<file path="config.mk">
export PLATFORM = sky130hd
export DESIGN_NAME = sbis_ctrl
export DESIGN_NICKNAME = d
export VERILOG_FILES = /design/src/hw/rtl/sbis_pkg.sv /design/src/hw/rtl/sbis_ctrl.sv
export SDC_FILE = /design/constraint.sdc
export NUM_CORES = 1
export LEC_CHECK = 0
export ABC_CLOCK_PERIOD_IN_PS = 2300
export BUFFER_PORTS_ARGS = -buffer_cell sky130_fd_sc_hd__buf_2
export CAP_MARGIN = 20
export CORE_AREA = 2 2 39 41
export CTS_CLUSTER_SIZE = 10
export DETAILED_ROUTE_END_ITERATION = 7
export DIE_AREA = 0 0 41 43
export PLACE_DENSITY = 0.4
export REMOVE_ABC_BUFFERS = 1
export SLEW_MARGIN = 5
export SYNTH_ARGS = -nofsm -noshare
export SYNTH_HDL_FRONTEND = slang
export SYNTH_SLANG_ARGS = --single-unit
export TNS_END_PERCENT = 50
</file>
<file path="constraint.sdc">
create_clock -name clk -period 2.3 [get_ports clk]
set_input_delay 0.46 -clock clk [delete_from_list [all_inputs] [get_ports clk]]
set_output_delay 0.46 -clock clk [all_outputs]
set_load 0.03 [all_outputs]
</file>
<file path="src/hw/rtl/sbis_pkg.sv">
// ----------------------------------------------------------------------------
// sbis_pkg
// Shared widths, default sizes and the command/status bundles that pass
// between the sparse bit set controller and its datapath.
// ----------------------------------------------------------------------------
package sbis_pkg;

	localparam int WORD_BITS          = 64;
	localparam int BIT_IDX_W          = 16;
	localparam int POS_W              = 10;
	localparam int BIT_SEL_W          = 6;
	localparam int SLOT_OUT_W         = 8;
	localparam int DEF_WORD_POSITIONS = 1024;
	localparam int DEF_STORE_SLOTS    = 256;

	// Operation codes of an input beat
	localparam logic OP_SET_BIT = 1'b0;
	localparam logic OP_OR_WORD = 1'b1;

	typedef struct packed {
		logic clear;          // zero one map entry and advance the sweep
		logic accept;         // capture the input beat and read the map
		logic store_rd;       // read the store at the mapped slot
		logic commit_lookup;  // finish an item that needs no store read
		logic commit_merge;   // write back the merged word and finish
	} sbis_cmd_t;

	typedef struct packed {
		logic clear_last;     // sweep is at the last map entry
		logic hit;            // addressed position already owns a slot
		logic out_free;       // output register can take a result now
	} sbis_status_t;

endpackage

</file>
<file path="src/hw/rtl/sbis_ctrl.sv">
// ----------------------------------------------------------------------------
// sbis_ctrl
// Sequencer for the sparse bit set: map clearing sweep after reset, then
// accept, map lookup, optional store read-modify-write, and result commit.
// ----------------------------------------------------------------------------
module sbis_ctrl
	import sbis_pkg::*;
(
	input  logic         clk,
	input  logic         arst_n,
	input  logic         in_valid,
	output logic         in_stall,
	input  sbis_status_t status,
	output sbis_cmd_t    cmd
);

	typedef enum logic [1:0] {
		ST_CLEAR,
		ST_IDLE,
		ST_LOOKUP,
		ST_MERGE
	} state_t;

	state_t state_q;

	assign in_stall = (state_q != ST_IDLE);

	always_comb begin
		cmd = '0;
		unique case (state_q)
			ST_CLEAR: begin
				cmd.clear = 1'b1;
			end
			ST_IDLE: begin
				cmd.accept = in_valid;
			end
			ST_LOOKUP: begin
				if (status.hit) begin
					cmd.store_rd = 1'b1;
				end else begin
					cmd.commit_lookup = status.out_free;
				end
			end
			ST_MERGE: begin
				cmd.commit_merge = status.out_free;
			end
			default: begin
				cmd = '0;
			end
		endcase
	end

	always_ff @(posedge clk or negedge arst_n) begin
		if (!arst_n) begin
			state_q <= ST_CLEAR;
		end else begin
			unique case (state_q)
				ST_CLEAR: begin
					if (status.clear_last) begin
						state_q <= ST_IDLE;
					end
				end
				ST_IDLE: begin
					if (in_valid) begin
						state_q <= ST_LOOKUP;
					end
				end
				ST_LOOKUP: begin
					if (status.hit) begin
						state_q <= ST_MERGE;
					end else if (status.out_free) begin
						state_q <= ST_IDLE;
					end
				end
				ST_MERGE: begin
					if (status.out_free) begin
						state_q <= ST_IDLE;
					end
				end
				default: begin
					state_q <= ST_CLEAR;
				end
			endcase
		end
	end

`ifndef SYNTH
	a_cmd_onehot: assert property (@(posedge clk) disable iff (!arst_n)
		$onehot0({cmd.clear, cmd.accept, cmd.store_rd, cmd.commit_lookup, cmd.commit_merge}))
		else $error("controller issued more than one command");

	a_one_item: assert property (@(posedge clk) disable iff (!arst_n)
		(in_valid && !in_stall) |=> in_stall)
		else $error("second beat accepted while an item is in flight");

	a_merge_exit: assert property (@(posedge clk) disable iff (!arst_n)
		(state_q == ST_MERGE && status.out_free) |=> (state_q == ST_IDLE))
		else $error("merge did not finish once the output was free");
`endif

endmodule

</file>
# == Word-level counts from Yosys, hierarchy flattened ==
# Index checks and enable logic that the tools add are counted.
# word_totals
ff_bits,2
inputBits,6
output_inout_bits,6
elab_cells,20
# op_classes
n_mux,11
eq_ne,6
reduce_logical,2
# ops
operator,count
2-bit two-way mux,5
2-bit case mux with 4 select lines,1
1-bit two-way mux,5
2-bit equality test (second input constant),2
2-bit != test (second input constant),2
2-bit by 1-bit equality test with 1-bit output (second input constant),1
2-bit zero test,1
2-bit by 1-bit != test with 1-bit output (second input constant),1
2-bit AND reduction,1

# == Depth between registers and ports, before layout ==
# Gate-level depths: netlist of the first run.
# depth
depth_word,3
depth_mapped,4
ltp_nobuf,3

# == Least setup slack after synthesis of the first run ==
# Ideal clock, no wire load.
# synth_timing
kind,input to output
from,input port status[1] (netlist name)
to,output port cmd[2] (netlist name)
t_arrival_ns,1.193
path_stages,2
n_path_buf,0
setup_slack_ns,0.647
t_required_ns,1.840
cell_sequence,inv_1 -> nor3_1
# synth_lines
element,line_no,rtl
"start, declared",sbis_ctrl.sv:13,"input sbis_status_t status,"
"end, declared",sbis_ctrl.sv:14,output sbis_cmd_t cmd

==> impl_metrics.tcl, run 1 <==
set metrics [dict create \
    portBuffers 11 \
    grt_usage 0.0663 \
    worst_slew_pin_slew_ns 0.307 \
    fin_nets 38 \
    cp.required_ns 1.84 \
    route.detailed.drc 0 \
    first_global_vias 173 \
    gp_congestion 0.668 \
    cts_made_buffers 3 \
    setup_viol 0 \
    fmax_ghz 0.606 \
    path_clk_slew_ns 0.03 \
    outcome "complete, no violations" \
    cp_max_fo 9 \
    fin_tns_setup_ns 0 \
    startpoint "state_q[0]" \
    start_kind "register" \
    routed_wl_um 411 \
    cts_setup_buffers 0 \
    area_growth_pct 58.0 \
    grt_pass1_wl_um 696 \
    cts_tree "built" \
    die-area_um2 1760 \
    path_cells "nor4b_2, buf_2" \
    final_util 0.170 \
    fin_crit_ns 1.65 \
    synth_area_um2 149 \
    diodes 0 \
    largest_reg_flops 2 \
    clk_latency_ns 0.22 \
    overflow 0 \
    arrival_ns 1.19 \
    dr.pass1.iters 2 \
    final_cell_mix "11 x buf_2, 3 x clkbuf_4, 2 x nor2_1, 2 x dfrtp_1" \
    powerDensity_nw_per_um2 1440 \
    wire_per_inst_um 8.93 \
    rows 14 \
    leakage_nw 0.126 \
    peakVddDrop_mv 0.299 \
    syn_avg_cell_area_um2 8.76 \
    n_fill_cell 168 \
    post-route-period-util 0.717 \
    reg.largest.list "state_q (2)" \
    cts_sinks 2 \
    die_x_um 41 \
    hp-class "in -> async" \
    ys_types 15 \
    setup.worst_path.end_class "primary output" \
    antenna_left 0 \
    regMostFlops "state_q" \
    grt_max_degree 10 \
    drt-vias-per-instance 3.46 \
    vias 159 \
    ys_seq_area_frac 0.336 \
    maxCapViolCount 0 \
    antenna_found_initial 0 \
    cts_resized 0 \
    mostFrequentLayoutCell "buf_2" \
    max-slew-margin-rel 0.795 \
    cts_hold_buf 0 \
    io_pins 12 \
    cts_max_path_buffers 2 \
    synthCells 17 \
    max_stage_delay_ns 0.47 \
    start_util 0.108 \
    htreeDepth 1 \
    yosysWarnings 0 \
    slew_viol_final 0 \
    r2r_start "state_q[0]" \
    rsz0062_at_grt "false" \
    drive_gt1_frac 0.633 \
    skew_ns 0.00124 \
    die_h_um 43 \
    worst_path_max_delay_cell "dfrtp_1" \
    hold_viol_final 0 \
    clockRootBuffer "clkbuf_4" \
    core_area_um2 1380 \
    critical_path_class "reg -> out" \
    ys_seq_elements 2 \
    drt_iter0_drc 2 \
]
==> metal layers <==
layer  global-route usage  vias to the layer above  share of wire
li1                     -                       85              -
met1               0.0935                       62           0.53
met2               0.0500                       12           0.28
met3               0.0471                        0           0.18
met4               0.0800                        0              0
met5                    0                        -              0
==> per-stage QoR <==
| stage | cells | area [um^2] | worst slack [ns] | hold slack [ns] | total power, mW |
|---|---|---|---|---|---|
| 6_report | 46 | 235 | 0.650 | 0.0155 | 0.339 |
| 5_1_grt | 46 | 235 | 0.511 | 0.00482 | 0.367 |
| 4_1_cts | 46 | 235 | 0.628 | 0.00640 | 0.346 |
| 3_5_place_dp | 43 | 213 | 0.769 | 0.249 | 0.262 |
| 3_3_place_gp | 43 | 213 | 0.768 | 0.251 | 0.262 |
| 2_1_floorplan | 16 | 138 | 0.647 | 0.164 | 0.208 |
==> cell usage after synthesis <==
master,n,share of area
a21oi_1,1,0.034
inv_2,1,0.025
nand2_2,1,0.042
nor4b_2,1,0.10
nor3_1,1,0.034
a21o_1,1,0.050
and3_2,1,0.050
dfrtp_1,2,0.34
buf_6,1,0.076
nor2_1,2,0.050
inv_1,1,0.025
nor4_2,1,0.084
o21ai_0,1,0.034
nand2_1,1,0.025
o21ai_1,1,0.034
==> cell families (layout without fill, tap and decap cells) <==
kind of cell | count (synthesis) | count (layout) | share of synthesized area
AND/OR/NAND/NOR | 8 | 8 | 0.387
AO/OA/AOI/OAI | 4 | 4 | 0.151
flip-flops | 2 | 2 | 0.336
buffers and inverters | 3 | 16 | 0.126
==> where the power goes <==
group / switching (mW) / internal (mW) / leakage (nW)
Sequential: 0.0356 / 0.0525 / 0.0227
Combinational: 0.120 / 0.0531 / 0.0894
Clock: 0.0203 / 0.0576 / 0.0138
Total: 0.176 / 0.163 / 0.126
==> final timing paths <==
check / endpoint / slack [ns] / cells after the start
max: cmd[1] / 0.65 / 2
min: state_q[0] / 0.02 / 1
max reg2reg: state_q[0] / 1.37 / 2
min reg2reg: state_q[1] / 0.59 / 1
max in group asynchronous: state_q[1] / 2.19 / 1
min in group clk: state_q[0] / 0.56 / 3
==> layout make-up <==
cell class / count / area, um^2 / share of cell area
Inverter: 2 / 7.51 / 0.0319
Clock buffer: 3 / 22.5 / 0.0957
Timing Repair Buffer: 11 / 55.1 / 0.234
Multi-Input combinational cell: 12 / 80.1 / 0.340
Sequential cell: 2 / 50.0 / 0.213
Tap cell: 16 / 20.0 / 0.0851
==> worst max-delay path, delay by kind of cell, from the launching register on <==
family / cells / cell delay [ns]
buffers and inverters: 1 / 0.23
and+or+nand+nor: 1 / 0.27
DFF: 1 / 0.47
No activity file was read; power rests on OpenSTA's default activity.
==> run 2, diff against run 1 <==
- ABC_CLOCK_PERIOD_IN_PS: 2300 -> 1550
- clock period: 2.3 -> 1.55 ns (I/O delays scaled with it)
==> run 2 against run 1 <==
Effect of this change: core utilization is 0.99 points higher; critical endpoint is now cmd[2]; die area stayed put; via count is 3.1% higher.
==> impl_metrics.tcl, run 2 (synthesis gave the netlist of run 1 again) <==
set metrics [dict create \
    outcome "complete, no violations" \
    start_kind "register" \
    path_clk_slew_ns 0.03 \
    arrival_ns 1.17 \
    setup_viol 0 \
    rows 14 \
    grt_pass1_wl_um 517 \
    cp.required_ns 1.24 \
    antenna_left 0 \
    fin_crit_ns 1.48 \
    cts_made_buffers 3 \
    first_global_vias 129 \
    path_buf_inv 2 \
    cts_setup_buffers 0 \
    drt-vias-per-instance 3.49 \
    rsz0062_at_grt "false" \
    die-area_um2 1760 \
    fin_tns_setup_ns 0 \
    reg2reg_slack_ns 0.65 \
    drt_iter0_drc 4 \
    clockRootBuffer "clkbuf_4" \
    cts_max_path_buffers 2 \
    dpl.hpwl_um 333 \
    peakVddDrop_mv 0.581 \
    area_growth_pct 67.2 \
    wire_per_inst_um 9.32 \
    path_cells "inv_2, nor3_1, buf_2" \
    timing.final.ws_setup_ns 0.0720 \
    skew_ns 0.0000221 \
    hold_viol_final 0 \
    final_util 0.180 \
    leakage_nw 0.129 \
    max_stage_delay_ns 0.40 \
    critical_path_class "reg -> out" \
    vias 164 \
    max-slew-margin-rel 0.861 \
    io_pins 12 \
    maxCapViolCount 0 \
    routed_wl_um 438 \
    powerDensity_nw_per_um2 2030 \
    drive_gt1_frac 0.645 \
    start_util 0.108 \
    dp_slack_ns 0.287 \
    fin_nets 39 \
    n_fill_cell 155 \
    die_h_um 43 \
    largest_reg_flops 2 \
    layout.cells.non_filler 47 \
    post-route-period-util 0.954 \
    cp_max_fo 5 \
    slew_viol_final 0 \
    reg.largest.list "state_q (2)" \
    clk_latency_ns 0.22 \
    mostFrequentLayoutCell "buf_2" \
    antenna_found_initial 0 \
    setup.worst_path.end_class "primary output" \
    final_cell_mix "10 x buf_2, 4 x clkbuf_4, 2 x nor2_1" \
    die_x_um 41 \
    dp_cells 43 \
    worst_path_max_delay_cell "dfrtp_1" \
    overflow 0 \
    route.detailed.drc 0 \
    grt_usage 0.0502 \
    core_area_um2 1380 \
    hp-class "in -> async" \
    regMostFlops "state_q" \
    cts_tree "built" \
    portBuffers 11 \
    diodes 0 \
    fmax_ghz 0.677 \
    grt_max_degree 10 \
    worst_slew_pin_slew_ns 0.207 \
    htreeDepth 1 \
    cts_sinks 2 \
    gp_congestion 0.661 \
    crit_family "flip-flops" \
    dr.pass1.iters 2 \
]
[run 2: changes by cell type in the layout (fill, tap and decap cells not counted)]
cell,change
dfrtp_1,-1
dfrtp_2,+1
clkbuf_4,+1
dlygate4sd3_1,+1
buf_2,-1
[run 2: path summary, 6_finish.rpt]
path | startpoint | end | depth (start not counted)
min in group clk | in_valid | state_q[0] | 4
max in group asynchronous | arst_n | state_q[0] | 2
worst min-delay path | arst_n | state_q[1] | 2
worst max-delay path | state_q[1] | cmd[2] | 3
worst min register to register | state_q[1] | state_q[1] | 1
worst max register to register | state_q[1] | state_q[0] | 3
[run 2: report_power, final]
| group | total, mW | internal [mW] | switching, mW |
|---|---|---|---|
| logic | 0.261 | 0.0816 | 0.180 |
| clock network | 0.113 | 0.0852 | 0.0277 |
| registers | 0.132 | 0.0810 | 0.0512 |
[run 2: per-layer routing]
layer  track usage  wire, um
met1        0.0932       245
met2        0.0281       128
met3        0.0157        64
met4        0.0600         0
met5             0         0
[run 2: layout make-up]
cell class	count	area, um^2	share of cell area
inverters	2	7.51	0.0302
repair buffers	12	67.6	0.271
multi-input cells	12	80.1	0.322
flip-flops and latches	2	51.3	0.206
clock buffers	3	22.5	0.0905
well taps	16	20.0	0.0804
[run 2: timing repair]
item | 4_1_cts | 5_1_grt
hold buffers | 1 | 0
resized for setup | 0 | 2
endpoints found under the hold margin | 2 | 0
endpoints found under the setup margin | 0 | 1
[run 2: metrics by stage]
step           area, um^2  total power [mW]  hold slack [ns]
6_report              249             0.507            0.406
3_5_place_dp          213             0.388            0.104
4_1_cts               245             0.513            0.398
3_3_place_gp          213             0.390            0.105
2_1_floorplan         138             0.309           0.0144
5_1_grt               249             0.531            0.427
==> run 3, diff against run 2 <==
- ABC_CLOCK_PERIOD_IN_PS: 1550 -> 1450
- clock period: 1.55 -> 1.45 ns (I/O delays scaled with it)
==> run 3 against run 2 <==
Effect of this change: core utilization is 0.18 points higher; register-to-register slack got worse by 0.09 ns; clock power grew 7%; first-iteration DRC count fell by 75%; global-route usage increased by 0.30 points; final cell count unchanged; critical path type unchanged; largest cell class unchanged; highest routed layer unchanged.
==> impl_metrics.tcl, run 3 (synthesis gave the netlist of run 1 again) <==
set metrics [dict create \
    io_pins 12 \
    arrival_ns 1.14 \
    grt_usage 0.0532 \
    cts_made_buffers 3 \
    start_util 0.108 \
    setup_viol 0 \
    mostFrequentLayoutCell "buf_2" \
    dr_wl_met3_um 63 \
    dpl.hpwl_um 336 \
    setup.worst_path.end_class "primary output" \
    final_util 0.182 \
    drt_iter0_drc 1 \
    routed_wl_um 440 \
    critical_path_class "reg -> out" \
    drive_gt1_frac 0.645 \
    overflow 0 \
    die_x_um 41 \
    die-area_um2 1760 \
    diodes 0 \
    maxCapViolCount 0 \
    outcome "complete, no violations" \
    layout.cells.non_filler 47 \
    cp_max_fo 9 \
    die_h_um 43 \
    worst_slew_pin_slew_ns 0.201 \
    reg.largest.list "state_q (2)" \
    wl_met1_um 231 \
    skew_ns 0.0000444 \
    cts_tree "built" \
    route.detailed.drc 0 \
    gp_congestion 0.661 \
    clockRootBuffer "clkbuf_4" \
    cp.required_ns 1.16 \
    area_growth_pct 68.9 \
    timing.final.ws_setup_ns 0.0205 \
    drt-vias-per-instance 3.66 \
    post-route-period-util 0.986 \
    clk_latency_ns 0.22 \
    hp-class "in -> async" \
    fin_nets 39 \
    peakVddDrop_mv 0.575 \
    fin_worst_hold_slack_ns 0.389 \
    grt_max_degree 10 \
    fmax_ghz 0.700 \
    antenna_left 0 \
    leakage_nw 0.129 \
    route.met2.wl_um 144 \
    cts_max_path_buffers 2 \
    vias 172 \
    final_cell_mix "9 x buf_2, 3 x clkbuf_4, 2 x nor2_1, 2 x buf_4" \
    dr.pass1.iters 2 \
    fin_crit_ns 1.43 \
    dr.max_layer_used "met3" \
    portBuffers 11 \
    hold_viol_final 0 \
    fin_tns_setup_ns 0 \
    n_fill_cell 156 \
    rows 14 \
    path_clk_slew_ns 0.03 \
    slew_viol_final 0 \
    start_kind "register" \
    antenna_found_initial 0 \
    dp_slack_ns 0.203 \
    grt_pass1_wl_um 558 \
    cts_sinks 2 \
    largest_reg_flops 2 \
    wire_per_inst_um 9.36 \
    total_power_mw 0.544 \
    regMostFlops "state_q" \
    final_area_um2 251 \
    first_global_vias 135 \
    powerDensity_nw_per_um2 2160 \
    max-slew-margin-rel 0.865 \
    core_area_um2 1380 \
    dp_cells 43 \
    rsz0062_at_grt "true" \
    htreeDepth 1 \
    placed_area_um2 213 \
]
[run 3: what timing repair did]
item | 4_1_cts | 5_1_grt
endpoints found under the hold margin | 2 | 0
setup buffers | 0 | 0
resized for setup | 3 | 0
hold buffers | 1 | 0
gates cloned | 0 | 0
endpoints found under the setup margin | 3 | 2
pin swaps | 0 | 0
[run 3: power by group]
group / switching, mW / internal [mW] / leakage (nW) / total (mW)
clock network: 0.0296 / 0.0911 / 0.0138 / 0.121
logic: 0.193 / 0.0902 / 0.0935 / 0.283
registers: 0.0534 / 0.0866 / 0.0220 / 0.140
[run 3: routing by layer]
layer	vias to the layer above	track usage
li1	86	-
met4	0	0.0600
met2	12	0.0344
met5	-	0
met1	74	0.0965
met3	0	0.0157
[run 3: worst paths after layout]
check	endpoint	cells after the start	slack, ns	startpoint
hold reg to reg	state_q[1]	1	0.57	state_q[1]
setup reg to reg	state_q[0]	3	0.56	state_q[1]
max in group asynchronous	state_q[0]	2	0.95	arst_n
setup / recovery	cmd[1]	2	0.02	state_q[0]
hold / removal	state_q[0]	2	0.39	arst_n
min in group clk	state_q[0]	4	0.39	in_valid
[run 3: worst max-delay path: stages (launching register included)]
cell,delay (ns)
dfrtp_2,0.45
nor4b_2,0.27
buf_4,0.20
[run 3: area by class of cell]
class	count	area, um^2	share of cell area
tap	16	20.0	0.0796
inverter	2	7.51	0.0299
clock buffer	3	22.5	0.0896
multi-input combinational	12	80.1	0.318
sequential	2	51.3	0.204
timing repair buffer	12	70.1	0.279
